## src/design/tdl_pkg.sv

```systemverilog
// ----------------------------------------------------------------------------
// tdl_pkg
// Shared types and constants of the token lexer: token kinds, character
// codes, the token record and the result queue geometry.
// ----------------------------------------------------------------------------
`default_nettype none

package tdl_pkg;

  localparam int unsigned KIND_W = 5;
  localparam int unsigned OUT_W  = 16;

  localparam int unsigned FIFO_DEPTH = 4;
  localparam int unsigned PTR_W      = $clog2(FIFO_DEPTH);
  localparam int unsigned CNT_W      = $clog2(FIFO_DEPTH + 1);

  typedef enum logic [KIND_W-1:0] {
    KIND_LPAREN = 5'd0,
    KIND_RPAREN = 5'd1,
    KIND_LBRACE = 5'd2,
    KIND_RBRACE = 5'd3,
    KIND_COMMA  = 5'd4,
    KIND_SEMI   = 5'd5,
    KIND_COLON  = 5'd6,
    KIND_QUEST  = 5'd7,
    KIND_TILDE  = 5'd8,
    KIND_NUMBER = 5'd9,
    KIND_IDENT  = 5'd10,
    KIND_LT     = 5'd11,
    KIND_LE     = 5'd12,
    KIND_SHL    = 5'd13,
    KIND_SHLE   = 5'd14,
    KIND_GT     = 5'd15,
    KIND_GE     = 5'd16,
    KIND_SHR    = 5'd17,
    KIND_SHRE   = 5'd18,
    KIND_EOF    = 5'd19,
    KIND_ERR    = 5'd20
  } tok_kind_e;

  // character codes
  localparam logic [7:0] CH_NUL    = 8'h00;
  localparam logic [7:0] CH_TAB    = 8'h09;
  localparam logic [7:0] CH_NL     = 8'h0A;
  localparam logic [7:0] CH_CR     = 8'h0D;
  localparam logic [7:0] CH_SPACE  = 8'h20;
  localparam logic [7:0] CH_LPAREN = 8'h28;
  localparam logic [7:0] CH_RPAREN = 8'h29;
  localparam logic [7:0] CH_PLUS   = 8'h2B;
  localparam logic [7:0] CH_COMMA  = 8'h2C;
  localparam logic [7:0] CH_MINUS  = 8'h2D;
  localparam logic [7:0] CH_DOT    = 8'h2E;
  localparam logic [7:0] CH_0      = 8'h30;
  localparam logic [7:0] CH_9      = 8'h39;
  localparam logic [7:0] CH_COLON  = 8'h3A;
  localparam logic [7:0] CH_SEMI   = 8'h3B;
  localparam logic [7:0] CH_LT     = 8'h3C;
  localparam logic [7:0] CH_EQ     = 8'h3D;
  localparam logic [7:0] CH_GT     = 8'h3E;
  localparam logic [7:0] CH_QUEST  = 8'h3F;
  localparam logic [7:0] CH_UA     = 8'h41;
  localparam logic [7:0] CH_UE     = 8'h45;
  localparam logic [7:0] CH_UZ     = 8'h5A;
  localparam logic [7:0] CH_US     = 8'h5F;
  localparam logic [7:0] CH_LA     = 8'h61;
  localparam logic [7:0] CH_LE     = 8'h65;
  localparam logic [7:0] CH_LZ     = 8'h7A;
  localparam logic [7:0] CH_LBRACE = 8'h7B;
  localparam logic [7:0] CH_RBRACE = 8'h7D;
  localparam logic [7:0] CH_TILDE  = 8'h7E;

  typedef struct packed {
    tok_kind_e        kind;
    logic [OUT_W-1:0] length;
    logic [OUT_W-1:0] line;
    logic [OUT_W-1:0] column;
    logic             last;
  } tdl_token_t;

  // tokens produced by one accepted byte, in order
  typedef struct packed {
    logic [1:0] cnt;
    tdl_token_t tok0;
    tdl_token_t tok1;
  } tdl_push_t;

endpackage

`default_nettype wire

```

## src/design/tdl_byte_if.sv

```systemverilog
// ----------------------------------------------------------------------------
// tdl_byte_if
// Valid/ready channel carrying one source byte per item.
// ----------------------------------------------------------------------------
`default_nettype none

interface tdl_byte_if;
  logic       valid;
  logic       ready;
  logic [7:0] source_byte;

  modport source (output valid, output source_byte, input ready);
  modport sink (input valid, input source_byte, output ready);
endinterface

`default_nettype wire

```

## src/design/tdl_token_if.sv

```systemverilog
// ----------------------------------------------------------------------------
// tdl_token_if
// Valid/ready channel carrying one token per item.
// ----------------------------------------------------------------------------
`default_nettype none

interface tdl_token_if;
  import tdl_pkg::*;

  logic              valid;
  logic              ready;
  logic [KIND_W-1:0] token_kind;
  logic [OUT_W-1:0]  token_length;
  logic [OUT_W-1:0]  token_line;
  logic [OUT_W-1:0]  token_column;
  logic              last_of_run;

  modport source (
    output valid, output token_kind, output token_length, output token_line,
    output token_column, output last_of_run, input ready
  );
  modport sink (
    input valid, input token_kind, input token_length, input token_line,
    input token_column, input last_of_run, output ready
  );
endinterface

`default_nettype wire

```

## src/design/tdl_scan.sv

```systemverilog
// ----------------------------------------------------------------------------
// tdl_scan
// Scanner state machine: classifies the byte, holds scan state, pending
// length and position counters, and forms up to two tokens per byte.
// ----------------------------------------------------------------------------
`default_nettype none

module tdl_scan #(
  parameter int unsigned COUNT_BITS = 16
) (
  input  logic              clk_i,
  input  logic              rst_ni,
  input  logic              accept_i,
  input  logic [7:0]        source_byte_i,
  output tdl_pkg::tdl_push_t push_o
);
  import tdl_pkg::*;

  typedef enum logic [3:0] {
    S_START, S_NUM, S_NUM_DOT, S_EXP, S_EXP_SIGN,
    S_IDENT, S_LT, S_LTLT, S_GT, S_GTGT
  } state_e;

  typedef enum logic [2:0] {
    ACT_START, ACT_CONT, ACT_INCL, ACT_EXCL, ACT_EXPERR
  } act_e;

  localparam logic [COUNT_BITS-1:0] CNT_MAX = '1;
  localparam logic [COUNT_BITS-1:0] ONE     = COUNT_BITS'(1);

  function automatic logic [COUNT_BITS-1:0] bump(input logic [COUNT_BITS-1:0] v);
    return (v == CNT_MAX) ? v : v + ONE;
  endfunction

  function automatic logic [OUT_W-1:0] sat16(input logic [COUNT_BITS-1:0] v);
    logic [31:0] w;
    w = 32'(v);
    return (|w[31:16]) ? 16'hFFFF : w[15:0];
  endfunction

  state_e                state_q, state_d;
  logic [COUNT_BITS-1:0] plen_q, plen_d;
  logic [COUNT_BITS-1:0] line_q, col_q;

  // byte classes
  logic      is_nul, is_ws, is_nl, is_digit, is_alpha, is_ee, is_sign;
  logic      is_punct;
  tok_kind_e p_kind;

  always_comb begin
    is_nul   = (source_byte_i == CH_NUL);
    is_nl    = (source_byte_i == CH_NL);
    is_ws    = source_byte_i inside {CH_SPACE, CH_TAB, CH_CR, CH_NL};
    is_digit = source_byte_i inside {[CH_0:CH_9]};
    is_alpha = source_byte_i inside {[CH_LA:CH_LZ], [CH_UA:CH_UZ], CH_US};
    is_ee    = source_byte_i inside {CH_LE, CH_UE};
    is_sign  = source_byte_i inside {CH_PLUS, CH_MINUS};
    is_punct = 1'b1;
    case (source_byte_i)
      CH_LPAREN: p_kind = KIND_LPAREN;
      CH_RPAREN: p_kind = KIND_RPAREN;
      CH_LBRACE: p_kind = KIND_LBRACE;
      CH_RBRACE: p_kind = KIND_RBRACE;
      CH_COMMA:  p_kind = KIND_COMMA;
      CH_SEMI:   p_kind = KIND_SEMI;
      CH_COLON:  p_kind = KIND_COLON;
      CH_QUEST:  p_kind = KIND_QUEST;
      CH_TILDE:  p_kind = KIND_TILDE;
      default: begin
        p_kind   = KIND_ERR;
        is_punct = 1'b0;
      end
    endcase
  end

  // scan from the start state
  logic                  s_tok_v, s_adv;
  tok_kind_e             s_kind;
  logic [OUT_W-1:0]      s_len;
  state_e                s_state;
  logic [COUNT_BITS-1:0] s_plen;

  always_comb begin
    s_tok_v = 1'b0;
    s_kind  = KIND_ERR;
    s_len   = OUT_W'(1);
    s_state = S_START;
    s_plen  = '0;
    s_adv   = 1'b1;
    if (is_nul) begin
      s_tok_v = 1'b1;
      s_kind  = KIND_EOF;
      s_len   = '0;
      s_adv   = 1'b0;
    end else if (is_ws) begin
      s_tok_v = 1'b0;
    end else if (is_punct) begin
      s_tok_v = 1'b1;
      s_kind  = p_kind;
    end else if (is_digit) begin
      s_state = S_NUM;
      s_plen  = ONE;
    end else if (is_alpha) begin
      s_state = S_IDENT;
      s_plen  = ONE;
    end else if (source_byte_i == CH_LT) begin
      s_state = S_LT;
      s_plen  = ONE;
    end else if (source_byte_i == CH_GT) begin
      s_state = S_GT;
      s_plen  = ONE;
    end else begin
      s_tok_v = 1'b1;
      s_kind  = KIND_ERR;
    end
  end

  // transition choice for the pending token
  act_e      act;
  tok_kind_e act_kind;
  state_e    cont_state;

  always_comb begin
    act        = ACT_START;
    act_kind   = KIND_ERR;
    cont_state = S_START;
    case (state_q)
      S_NUM, S_NUM_DOT: begin
        if (is_digit) begin
          act = ACT_CONT; cont_state = S_NUM;
        end else if (source_byte_i == CH_DOT && state_q == S_NUM) begin
          act = ACT_CONT; cont_state = S_NUM_DOT;
        end else if (is_ee) begin
          act = ACT_CONT; cont_state = S_EXP;
        end else begin
          act = ACT_EXCL; act_kind = KIND_NUMBER;
        end
      end
      S_EXP: begin
        if (is_sign) begin
          act = ACT_CONT; cont_state = S_EXP_SIGN;
        end else if (is_digit) begin
          act = ACT_CONT; cont_state = S_NUM;
        end else begin
          act = ACT_EXPERR;
        end
      end
      S_EXP_SIGN: begin
        if (is_digit) begin
          act = ACT_CONT; cont_state = S_NUM;
        end else begin
          act = ACT_EXPERR;
        end
      end
      S_IDENT: begin
        if (is_alpha || is_digit) begin
          act = ACT_CONT; cont_state = S_IDENT;
        end else begin
          act = ACT_EXCL; act_kind = KIND_IDENT;
        end
      end
      S_LT: begin
        if (source_byte_i == CH_EQ) begin
          act = ACT_INCL; act_kind = KIND_LE;
        end else if (source_byte_i == CH_LT) begin
          act = ACT_CONT; cont_state = S_LTLT;
        end else begin
          act = ACT_EXCL; act_kind = KIND_LT;
        end
      end
      S_LTLT: begin
        if (source_byte_i == CH_EQ) begin
          act = ACT_INCL; act_kind = KIND_SHLE;
        end else begin
          act = ACT_EXCL; act_kind = KIND_SHL;
        end
      end
      S_GT: begin
        if (source_byte_i == CH_EQ) begin
          act = ACT_INCL; act_kind = KIND_GE;
        end else if (source_byte_i == CH_GT) begin
          act = ACT_CONT; cont_state = S_GTGT;
        end else begin
          act = ACT_EXCL; act_kind = KIND_GT;
        end
      end
      S_GTGT: begin
        if (source_byte_i == CH_EQ) begin
          act = ACT_INCL; act_kind = KIND_SHRE;
        end else begin
          act = ACT_EXCL; act_kind = KIND_SHR;
        end
      end
      default: act = ACT_START;
    endcase
  end

  // resolve the action into tokens and next state
  logic                  use_start, f_v, f_at_tok, adv;
  tok_kind_e             f_kind;
  logic [OUT_W-1:0]      f_len;
  logic [COUNT_BITS-1:0] tok_col;
  tdl_token_t            f_tok, s_tok;
  logic                  s_v;

  always_comb begin
    use_start = 1'b0;
    f_v       = 1'b0;
    f_kind    = act_kind;
    f_len     = '0;
    f_at_tok  = 1'b0;
    state_d   = S_START;
    plen_d    = '0;
    adv       = 1'b1;
    case (act)
      ACT_CONT: begin
        state_d = cont_state;
        plen_d  = bump(plen_q);
      end
      ACT_INCL: begin
        f_v      = 1'b1;
        f_len    = sat16(bump(plen_q));
        f_at_tok = 1'b1;
      end
      ACT_EXCL: begin
        f_v       = 1'b1;
        f_len     = sat16(plen_q);
        f_at_tok  = 1'b1;
        use_start = 1'b1;
      end
      ACT_EXPERR: begin
        f_v    = 1'b1;
        f_kind = KIND_ERR;
        if (is_nul) begin
          use_start = 1'b1;
        end else begin
          f_len = OUT_W'(1);
        end
      end
      default: use_start = 1'b1;
    endcase
    if (use_start) begin
      state_d = s_state;
      plen_d  = s_plen;
      adv     = s_adv;
    end
  end

  assign tok_col = (col_q > plen_q) ? col_q - plen_q : ONE;
  assign s_v     = use_start && s_tok_v;

  always_comb begin
    f_tok.kind   = f_kind;
    f_tok.length = f_len;
    f_tok.line   = sat16(line_q);
    f_tok.column = f_at_tok ? sat16(tok_col) : sat16(col_q);
    f_tok.last   = !s_v;

    s_tok.kind   = s_kind;
    s_tok.length = s_len;
    s_tok.line   = sat16(line_q);
    s_tok.column = sat16(col_q);
    s_tok.last   = 1'b1;

    push_o.cnt  = accept_i ? 2'({1'b0, f_v} + {1'b0, s_v}) : 2'd0;
    push_o.tok0 = f_v ? f_tok : s_tok;
    push_o.tok1 = s_tok;
  end

  always_ff @(posedge clk_i or negedge rst_ni) begin
    if (!rst_ni) begin
      state_q <= S_START;
      plen_q  <= '0;
      line_q  <= ONE;
      col_q   <= ONE;
    end else if (accept_i) begin
      state_q <= state_d;
      plen_q  <= plen_d;
      if (adv) begin
        if (is_nl) begin
          line_q <= bump(line_q);
          col_q  <= ONE;
        end else begin
          col_q <= bump(col_q);
        end
      end
    end
  end

`ifndef SYNTH
  // no pending token outside a token state
  assert property (@(posedge clk_i) disable iff (!rst_ni)
    state_q == S_START |-> plen_q == '0)
    else $error("pending length held in start state");

  // counters never leave their 1-based range
  assert property (@(posedge clk_i) disable iff (!rst_ni)
    line_q != '0 && col_q != '0)
    else $error("position counter reached zero");

  // end of input always closes the run with an eof token
  assert property (@(posedge clk_i) disable iff (!rst_ni)
    accept_i && is_nul |->
      (push_o.cnt == 2'd1 && push_o.tok0.kind == KIND_EOF) ||
      (push_o.cnt == 2'd2 && push_o.tok1.kind == KIND_EOF))
    else $error("nul byte without eof token");
`endif

endmodule

`default_nettype wire

```

## src/design/tdl_fifo.sv

```systemverilog
// ----------------------------------------------------------------------------
// tdl_fifo
// Result queue: takes up to two tokens per cycle, hands out one per cycle while the sink is ready.
// ----------------------------------------------------------------------------
`default_nettype none

module tdl_fifo (
  input  logic                clk_i,
  input  logic                rst_ni,
  input  tdl_pkg::tdl_push_t  push_i,
  output logic                in_ready_o,
  output logic                out_valid_o,
  input  logic                out_ready_i,
  output tdl_pkg::tdl_token_t out_tok_o
);
  import tdl_pkg::*;

  tdl_token_t       mem_q [FIFO_DEPTH];
  logic [PTR_W-1:0] wr_ptr_q, wr_ptr_d, rd_ptr_q, rd_ptr_d;
  logic [CNT_W-1:0] count_q, count_d;
  logic             pop;

  assign out_valid_o = (count_q != '0);
  assign out_tok_o   = mem_q[rd_ptr_q];
  assign pop         = out_valid_o && out_ready_i;
  // room for a two-token run whatever the sink does
  assign in_ready_o  = (count_q <= CNT_W'(FIFO_DEPTH - 2));

  assign wr_ptr_d = wr_ptr_q + PTR_W'(push_i.cnt);
  assign rd_ptr_d = rd_ptr_q + PTR_W'(pop);
  assign count_d  = count_q + CNT_W'(push_i.cnt) - CNT_W'(pop);

  always_ff @(posedge clk_i or negedge rst_ni) begin
    if (!rst_ni) begin
      wr_ptr_q <= '0;
      rd_ptr_q <= '0;
      count_q  <= '0;
    end else begin
      wr_ptr_q <= wr_ptr_d;
      rd_ptr_q <= rd_ptr_d;
      count_q  <= count_d;
    end
  end

  always_ff @(posedge clk_i) begin
    if (push_i.cnt != 2'd0) begin
      mem_q[wr_ptr_q] <= push_i.tok0;
    end
    if (push_i.cnt == 2'd2) begin
      mem_q[wr_ptr_q + PTR_W'(1)] <= push_i.tok1;
    end
  end

`ifndef SYNTH
  assert property (@(posedge clk_i) disable iff (!rst_ni)
    count_q <= CNT_W'(FIFO_DEPTH))
    else $error("result queue overfilled");

  assert property (@(posedge clk_i) disable iff (!rst_ni)
    push_i.cnt != 2'd0 |->
      (32'(count_q) + 32'(push_i.cnt) - 32'(pop)) <= FIFO_DEPTH)
    else $error("push without room");

  assert property (@(posedge clk_i) disable iff (!rst_ni)
    count_q == '0 && push_i.cnt != 2'd0 |=> out_valid_o)
    else $error("pushed item not presented");
`endif

endmodule

`default_nettype wire

```

## src/design/table_driven_token_lexer_top.sv

```systemverilog
// ----------------------------------------------------------------------------
// table_driven_token_lexer_top
// Table-driven token lexer: one source byte in per item, tokens out with
// kind, length, start line and start column.
//
//   channel  dir  modport             payload
//   src_i    in   tdl_byte_if.sink    source_byte
//   tok_o    out  tdl_token_if.source token_kind, token_length, token_line,
//                                     token_column, last_of_run
//
// a byte is scanned in the cycle it is accepted; its tokens are registered in
// the four-entry result queue and presented from there in order
// one byte per cycle while the result queue has room; a byte that yields two
// tokens is drained through the single output port of the queue
// src_i.ready depends only on queue occupancy (at most two entries held)
// reset returns to the start state with line and column at 1
// ----------------------------------------------------------------------------
`default_nettype none

module table_driven_token_lexer_top #(
  parameter int unsigned COUNT_BITS = 16
) (
  input  logic               clk_i,
  input  logic               rst_ni,
  tdl_byte_if.sink           src_i,
  tdl_token_if.source        tok_o
);
  import tdl_pkg::*;

  logic       fifo_ready;
  logic       accept;
  tdl_push_t  push;
  tdl_token_t out_tok;

  assign src_i.ready = fifo_ready;
  assign accept      = src_i.valid && fifo_ready;

  tdl_scan #(
    .COUNT_BITS (COUNT_BITS)
  ) u_scan (
    .clk_i         (clk_i),
    .rst_ni        (rst_ni),
    .accept_i      (accept),
    .source_byte_i (src_i.source_byte),
    .push_o        (push)
  );

  tdl_fifo u_fifo (
    .clk_i       (clk_i),
    .rst_ni      (rst_ni),
    .push_i      (push),
    .in_ready_o  (fifo_ready),
    .out_valid_o (tok_o.valid),
    .out_ready_i (tok_o.ready),
    .out_tok_o   (out_tok)
  );

  assign tok_o.token_kind   = out_tok.kind;
  assign tok_o.token_length = out_tok.length;
  assign tok_o.token_line   = out_tok.line;
  assign tok_o.token_column = out_tok.column;
  assign tok_o.last_of_run  = out_tok.last;

endmodule

`default_nettype wire
```

## src/flat_wrapper.sv

```systemverilog
// flat-port wrapper written by rule: the top's interface ports become plain ports
module table_driven_token_lexer_top_flat import tdl_pkg::*;
#(
  parameter int unsigned COUNT_BITS = 16
)
  (clk_i, rst_ni, src_i_valid, src_i_source_byte, src_i_ready, tok_o_valid, tok_o_token_kind, tok_o_token_length, tok_o_token_line, tok_o_token_column, tok_o_last_of_run, tok_o_ready);
  tdl_byte_if src_i_i ();
  tdl_token_if tok_o_i ();
  input  logic clk_i;
  input  logic rst_ni;
  input wire logic [$bits(src_i_i.valid)-1:0] src_i_valid;
  input wire logic [$bits(src_i_i.source_byte)-1:0] src_i_source_byte;
  output wire logic [$bits(src_i_i.ready)-1:0] src_i_ready;
  output wire logic [$bits(tok_o_i.valid)-1:0] tok_o_valid;
  output wire logic [$bits(tok_o_i.token_kind)-1:0] tok_o_token_kind;
  output wire logic [$bits(tok_o_i.token_length)-1:0] tok_o_token_length;
  output wire logic [$bits(tok_o_i.token_line)-1:0] tok_o_token_line;
  output wire logic [$bits(tok_o_i.token_column)-1:0] tok_o_token_column;
  output wire logic [$bits(tok_o_i.last_of_run)-1:0] tok_o_last_of_run;
  input wire logic [$bits(tok_o_i.ready)-1:0] tok_o_ready;
  assign src_i_i.valid = src_i_valid;
  assign src_i_i.source_byte = src_i_source_byte;
  assign src_i_ready = src_i_i.ready;
  assign tok_o_valid = tok_o_i.valid;
  assign tok_o_token_kind = tok_o_i.token_kind;
  assign tok_o_token_length = tok_o_i.token_length;
  assign tok_o_token_line = tok_o_i.token_line;
  assign tok_o_token_column = tok_o_i.token_column;
  assign tok_o_last_of_run = tok_o_i.last_of_run;
  assign tok_o_i.ready = tok_o_ready;
  table_driven_token_lexer_top #(.COUNT_BITS(COUNT_BITS)) u_core (.clk_i(clk_i), .rst_ni(rst_ni), .src_i(src_i_i), .tok_o(tok_o_i));
endmodule
```

## config.mk

```make
export PLATFORM = sky130hd
export DESIGN_NAME = table_driven_token_lexer_top_flat
export DESIGN_NICKNAME = d
export VERILOG_FILES = /design/src/design/tdl_pkg.sv /design/src/design/tdl_byte_if.sv /design/src/design/tdl_token_if.sv /design/src/design/tdl_scan.sv /design/src/design/tdl_fifo.sv /design/src/design/table_driven_token_lexer_top.sv /design/src/flat_wrapper.sv
export SDC_FILE = /design/constraint.sdc
export NUM_CORES = 1
export LEC_CHECK = 0
export ABC_CLOCK_PERIOD_IN_PS = 5340
export BUFFER_PORTS_ARGS = -buffer_cell sky130_fd_sc_hd__buf_4
export CAP_MARGIN = 20
export CORE_ASPECT_RATIO = 1.5
export CORE_MARGIN = 2
export CORE_UTILIZATION = 54
export CTS_CLUSTER_DIAMETER = 150
export DETAILED_ROUTE_END_ITERATION = 6
export MAX_ROUTING_LAYER = met4
export PLACE_DENSITY = 0.71
export SYNTH_ARGS = -nofsm -noshare
export SYNTH_HDL_FRONTEND = slang
export SYNTH_SLANG_ARGS = --single-unit
```

## constraint.sdc

```tcl
create_clock -name clk_i -period 5.34 [get_ports clk_i]
set_input_delay 0.534 -clock clk_i [delete_from_list [all_inputs] [get_ports clk_i]]
set_output_delay 0.534 -clock clk_i [all_outputs]
set_load 0.02 [all_outputs]
```

## After elaboration in Yosys (flattened, before gate mapping)

Memories as Yosys holds them, arrays and structs flattened.
Cells that the tools add are included.

- Reduce and logical (&&, ||, !) cells: 24
- Multiplexer cells: 84
- $lt $le $gt $ge: 8
- Equal/unequal tests: 40
- Bitwise logic cells: 1
- $add $sub $neg: 10

Operator list:

| cell | number |
|---|---|
| two-way mux 16 bit | 7 |
| equality test 8 x 6 -> 1 bit (second input constant) | 13 |
| two-way mux 5 bit | 12 |
| two-way mux 54 bit | 1 |
| adder 16 x 1 -> 16 bit (second input constant) | 3 |
| equality test 16 bit (second input constant) | 3 |
| equality test 8 x 7 -> 1 bit (second input constant) | 6 |
| case mux 16 bit (3 select lines) | 1 |
| case mux 5 bit (9 select lines) | 1 |
| two-way mux 4 bit | 11 |
| case mux 5 bit (6 select lines) | 1 |
| two-way mux 2 bit | 14 |
| two-way mux 1 bit | 27 |
| equality test 8 x 4 -> 1 bit (second input constant) | 3 |
| case mux 4 bit (6 select lines) | 1 |
| case mux 3 bit (7 select lines) | 1 |
| two-way mux 3 bit | 6 |
| equality test 4 x 3 -> 1 bit (second input constant) | 4 |
| >= comparator 8 x 7 -> 1 bit (second input constant) | 2 |
| > comparator 16 bit | 1 |
| <= comparator 8 x 7 -> 1 bit (second input constant) | 2 |
| subtractor 16 bit | 1 |
| OR reduction 9 bit | 1 |
| equality test 4 x 2 -> 1 bit (second input constant) | 2 |
| 29 further kinds | 43 |

- Bits in registers: 59
- Memories: 1
- Output and inout bits: 56
- Input bits: 12
- Memory bits (writable): 216

Memory list:

| memory | depth | width | read ports | clocked after memory_dff | write ports | line | text |
|---|---|---|---|---|---|---|---|
| u_core.u_fifo.mem_q | 4 | 54 | 1 | 0 | 2 | tdl_fifo.sv:18 | `tdl_token_t mem_q [FIFO_DEPTH];` |

## Logic depth before layout (Yosys ltp)

- Depth after elaboration: 15
- Gate-level depth with buffers: 17
- Gate-level depth less buffers: 14

## Modules after synthesis

From an unflattened synthesis, not the netlist that was laid out.

- Cells, all modules: 1218
- Area total of the unflattened synthesis: 16373.2 sq um

By module, submodules not included:

| module | seq. area each (sq um) | area each (sq um) | cells each | instances |
|---|---|---|---|---|
| tdl_fifo | 6661.4 | 11269.6 | 562 | 1 |
| tdl_scan | 1303.8 | 5097.4 | 655 | 1 |
| table_driven_token_lexer_top | 0.0 | 6.3 | 1 | 1 |

## Worst setup path before layout

Ideal clock, no wire load.

- Path type: in2reg
- Start point: input port src_i_source_byte[4]
- End point: memory u_core.u_fifo.mem_q[1][10] (netlist name), enable pin
- Path slack: 0.742 ns
- Arrival time: 4.205 ns
- Stages: 13
- Data required time: 4.948 ns
- Path buffers: 3
- Path through: buf_2 > and4bb_2 > nand4_1 > a221o_1 > nor2_1 > buf_2 > nand2_1 > a41o_1 > ha_1 > nor4_1 > nor2_1 > clkbuf_1 > inv_1

RTL lines:

| what | line | text |
|---|---|---|
| start, declared | flat_wrapper.sv:12 | `input wire logic [$bits(src_i_i.source_byte)-1:0] src_i_source_byte;` |
| end, declared | tdl_fifo.sv:18 |  |

==> impl_metrics.xml <==
<?xml version="1.0" encoding="UTF-8"?>
<metrics>
  <group name="setup_path">
    <metric name="r2r_slack" unit="ns">1.10</metric>
    <metric name="rr_endpoint" unit="">u_core.u_fifo.mem_q[3][13]$_DFFE_PP_</metric>
    <metric name="rr_startpoint" unit="">u_core.u_scan.state_q[1]$_DFFE_PN0P_</metric>
    <metric name="critical-path-top-delay-family" unit="">simple AND/OR/NAND/NOR gates</metric>
    <metric name="ff2ff_path_depth" unit="">11</metric>
    <metric name="worst_setup_path_start_kind" unit="">flip-flop</metric>
    <metric name="timing.critical_path.slowest_stage_cell" unit="">nor3_1</metric>
    <metric name="critPathArrivalTime" unit="ns">4.43</metric>
    <metric name="cpPeakStageDelay" unit="ns">0.61</metric>
    <metric name="worstPathRequired" unit="ns">5.54</metric>
    <metric name="critical_path_peak_fanout" unit="">22</metric>
    <metric name="worstSetupPathType" unit="">flip-flop to flip-flop</metric>
    <metric name="critPathCaptureType" unit="">flip-flop</metric>
    <metric name="critical_path.cell_chain" unit="">or3b_2, mux2i_1, o41ai_4, o211ai_4, nand2_1, a41o_1, ha_1, nor3_1, nor2_2, inv_1, buf_4</metric>
    <metric name="critPathBufInv" unit="">2</metric>
  </group>
  <group name="route">
    <metric name="via_count" unit="">10700</metric>
    <metric name="detail_route.wirelength" unit="um">38200</metric>
    <metric name="drt-initial-drc-count" unit="">745</metric>
    <metric name="route.detailed.wl_per_inst" unit="um">22.8</metric>
    <metric name="route.detailed.drc" unit="">0</metric>
    <metric name="vias_per_cell" unit="">6.40</metric>
    <metric name="drtPass1Iterations" unit="">5</metric>
    <metric name="postRouteAntennaNets" unit="">0</metric>
  </group>
  <group name="outcome">
    <metric name="run_status" unit="">complete, no violations</metric>
  </group>
  <group name="run">
    <metric name="drv.max_cap_violation_count" unit="">0</metric>
  </group>
  <group name="place">
    <metric name="finalWeightedCongestion" unit="">0.973</metric>
    <metric name="dp_hpwl" unit="um">26900</metric>
    <metric name="numPortBuffers" unit="">67</metric>
    <metric name="placed_cells_incl_taps" unit="">1629</metric>
  </group>
  <group name="clocking">
    <metric name="worst_skew_pair.late_latency" unit="ns">0.55</metric>
    <metric name="numClockSinks" unit="">275</metric>
    <metric name="clk_pin_slew" unit="ns">0.06</metric>
    <metric name="number_of_buffers_inserted_for_hold_repair_after_clock_tree_synthesis" unit="">0</metric>
    <metric name="clk_root_buffer_cell" unit="">clkbuf_16</metric>
    <metric name="tritoncts.num_buffers" unit="">26</metric>
    <metric name="h-tree-depth" unit="">1</metric>
    <metric name="cts_tree" unit="">done</metric>
    <metric name="postCtsSetupRepairBufs" unit="">0</metric>
    <metric name="cts_buffer_depth" unit="">3</metric>
    <metric name="cts_repair_resize_count" unit="">0</metric>
  </group>
  <group name="timing">
    <metric name="rsz0062_at_grt" unit="">false</metric>
    <metric name="worstMarginPinSlew" unit="ns">0.865</metric>
    <metric name="layout_worst_path_cycle_share" unit="">0.793</metric>
    <metric name="timing_hold_violations_final" unit="">0</metric>
    <metric name="slew_viol_final" unit="">0</metric>
    <metric name="report.final.setup_viol" unit="">0</metric>
    <metric name="clock-skew-final" unit="ns">0.0148</metric>
    <metric name="timing.fmax" unit="MHz">236</metric>
    <metric name="fin_setup_tns" unit="ns">0</metric>
    <metric name="maxSlewHeadroom" unit="">0.423</metric>
    <metric name="timing.final.crit_period" unit="ns">4.24</metric>
  </group>
  <group name="yosys">
    <metric name="synth_top_flop_cell" unit="">edfxtp_1</metric>
    <metric name="synth_fp_nets" unit="">1314</metric>
    <metric name="synth_top_cell_by_area" unit="">edfxtp_1</metric>
    <metric name="post_synth_inst_count" unit="">1274</metric>
    <metric name="synth.yosys.seq_area_share" unit="">0.511</metric>
    <metric name="yosysUniqueCellTypes" unit="">86</metric>
    <metric name="synthDominantCellAreaShare" unit="">0.319</metric>
    <metric name="synth.area.top_cells" unit="">edfxtp_1, dfrtp_1, dfxtp_1, mux4_2, a22o_1</metric>
    <metric name="ys_seq_elements" unit="">275</metric>
    <metric name="post_synth.cell_area_avg" unit="sq um">11.2</metric>
    <metric name="post_synth_edffs" unit="">152</metric>
    <metric name="netlist_area" unit="sq mm">0.0143</metric>
    <metric name="synth-warning-count" unit="">0</metric>
    <metric name="postSynth.asyncResetShare" unit="">0.215</metric>
  </group>
  <group name="global_route">
    <metric name="grt_remaining_overflow" unit="">0</metric>
    <metric name="grt_first_pass_wirelength" unit="um">60400</metric>
    <metric name="grt_pass1_vias" unit="">10900</metric>
    <metric name="antenna_violations_before_repair" unit="">0</metric>
    <metric name="global_route.usage.total" unit="">0.288</metric>
    <metric name="maximum_number_of_pins_on_one_net_before_global_route_repair" unit="">60</metric>
  </group>
  <group name="floorplan">
    <metric name="site_rows" unit="">73</metric>
    <metric name="die_area" unit="sq mm">0.0279</metric>
    <metric name="design.portCount" unit="">68</metric>
    <metric name="die_w" unit="um">137</metric>
    <metric name="core_area" unit="sq mm">0.0263</metric>
    <metric name="starting_utilization_of_the_core_area" unit="">0.544</metric>
    <metric name="die_h" unit="um">203</metric>
  </group>
  <group name="power">
    <metric name="p_int" unit="mW">5.20</metric>
    <metric name="power.net_switching" unit="mW">3.26</metric>
    <metric name="p_leak" unit="nW">5.85</metric>
    <metric name="seq_power_share" unit="">0.358</metric>
    <metric name="max_vdd_drop" unit="V">0.000324</metric>
    <metric name="power_switching_share" unit="">0.385</metric>
    <metric name="report.power.total" unit="mW">8.46</metric>
    <metric name="combPwrFrac" unit="">0.411</metric>
    <metric name="power.share.clock" unit="">0.231</metric>
    <metric name="power_per_cell_area" unit="mW/mm^2">527</metric>
  </group>
  <group name="worst_hold_path">
    <metric name="worstHoldPathType" unit="">input pin to asynchronous set/reset pin</metric>
  </group>
  <group name="layout">
    <metric name="instances_no_fill" unit="">1677</metric>
    <metric name="filler_cell_count" unit="">2154</metric>
    <metric name="finalNetCount" unit="">1360</metric>
    <metric name="area_growth" unit="%">12.2</metric>
    <metric name="drive_above_1_share" unit="">0.160</metric>
    <metric name="n_antenna_cell" unit="">0</metric>
  </group>
</metrics>
-- synth_stat cells, types with 4 or more instances --
cell type / count
and3_1: 10
nor3_1: 32
edfxtp_1: 152
a31oi_1: 4
o21ai_0: 88
buf_2: 22
ha_1: 26
o31ai_1: 7
nand3b_1: 4
or4_1: 6
o211ai_1: 5
a22o_1: 61
a2bb2oi_1: 4
nor2_1: 89
inv_1: 40
nand2b_1: 10
dfxtp_1: 64
o21ai_1: 5
nand2_1: 105
o21a_1: 5
mux2i_1: 6
buf_1: 5
nand4_1: 24
xor2_1: 25
and2_1: 21
clkbuf_1: 49
xnor2_1: 26
nor2b_1: 54
o2bb2ai_1: 26
mux4_2: 54
o22ai_1: 19
and4_1: 5
a211oi_1: 5
o211a_1: 6
nand3_1: 32
a21o_1: 7
dfrtp_1: 57
a21oi_1: 41
-- power groups by stage --
| stage | clock, mW | sequential [mW] | combinational, mW |
|---|---|---|---|
| finish | 1.96 | 3.03 | 3.47 |
| global route | 2.05 | 3.08 | 3.75 |
| CTS | 1.97 | 3.03 | 3.47 |
| detailed placement | 0 | 3.07 | 3.45 |
| global placement | 0 | 3.05 | 3.42 |
| floorplan | 0 | 2.82 | 2.51 |
-- layout by cell type (no fill, tap or decap), types with 6 or more instances in the layout --
cell type,count
nand4_1,24
nor2b_1,54
o21ai_0,88
clkbuf_1,10
or4_1,6
buf_4,95
inv_1,39
nor2_1,86
nand3_1,32
dfrtp_1,55
ha_1,26
a21oi_1,41
o2bb2ai_1,26
nor3_1,32
mux4_2,54
clkbuf_16,28
nand2b_1,10
nand2_1,105
nor2_2,6
xnor2_1,26
a21o_1,7
mux2i_1,6
o211a_1,6
and2_1,21
edfxtp_1,152
and3_1,10
xor2_1,25
dfxtp_1,64
o22ai_1,19
a22o_1,61
o31ai_1,7
-- metal layers --
| layer | vias to the layer above | track usage | part of all wire |
|---|---|---|---|
| li1 | 4917 | - | - |
| met1 | 5332 | 0.333 | 0.38 |
| met2 | 396 | 0.513 | 0.53 |
| met3 | 88 | 0.0311 | 0.053 |
| met4 | 0 | 0.103 | 0.034 |
| met5 | - | - | 0 |
-- final cells by class --
type | instances | area (sq um) | area share
flip-flops and latches | 275 | 7330 | 0.456
clock inverters | 9 | 150 | 0.00935
inverters | 40 | 150 | 0.00935
multi-input cells | 881 | 6530 | 0.406
well taps | 337 | 422 | 0.0262
clock buffers | 39 | 752 | 0.0468
repair buffers | 96 | 733 | 0.0456
-- worst max path at each step --
stage               slack [ns]                              endpoint                            startpoint  cells after the start
floorplan                 0.74  u_core.u_fifo.mem_q[1][10]$_DFFE_PP_                  src_i_source_byte[4]                     13
global placement          1.12   u_core.u_fifo.mem_q[3][6]$_DFFE_PP_                  src_i_source_byte[0]                     12
detailed placement        1.02   u_core.u_fifo.mem_q[3][6]$_DFFE_PP_                  src_i_source_byte[0]                     12
CTS                       1.14  u_core.u_fifo.mem_q[3][13]$_DFFE_PP_  u_core.u_scan.state_q[1]$_DFFE_PN0P_                     11
global route              0.84  u_core.u_fifo.mem_q[3][13]$_DFFE_PP_  u_core.u_scan.state_q[0]$_DFFE_PN0P_                     13
finish                    1.10  u_core.u_fifo.mem_q[3][13]$_DFFE_PP_  u_core.u_scan.state_q[1]$_DFFE_PN0P_                     11
-- cell families (layout without fill, tap and decap cells) --
| logic type | count (synthesis) | count (layout) | synth area share |
|---|---|---|---|
| compound gates | 321 | 321 | 0.159 |
| fa+ha+maj | 28 | 28 | 0.0255 |
| xor+xnor | 51 | 51 | 0.0312 |
| flops | 275 | 275 | 0.511 |
| mux | 61 | 61 | 0.0899 |
| buf+inv | 118 | 184 | 0.0332 |
| simple gates | 420 | 420 | 0.150 |
-- through the flow --
| stage | hold slack (ns) | setup slack, ns | cell area (sq um) | util |
|---|---|---|---|---|
| after global placement | 0.428 | 1.12 | 15200 | 0.576 |
| final | 0.0915 | 1.10 | 16100 | 0.611 |
| after floorplan | 0.238 | 0.742 | 14300 | - |
| after global routing | 0.161 | 0.840 | 16100 | 0.611 |
| after detailed placement | 0.437 | 1.02 | 15200 | 0.576 |
| after CTS | 0.128 | 1.14 | 16100 | 0.611 |
-- flip-flops by register name (all words and copies together), names as in the netlist --
register,count
u_core.u_fifo.count_q,3
u_core.u_scan.col_q,16
u_core.u_fifo.rd_ptr_q,2
u_core.u_fifo.wr_ptr_q,2
u_core.u_scan.plen_q,16
u_core.u_scan.line_q,16
u_core.u_scan.state_q,4
u_core.u_fifo.mem_q,216
No activity file was read; power rests on OpenSTA's default activity.
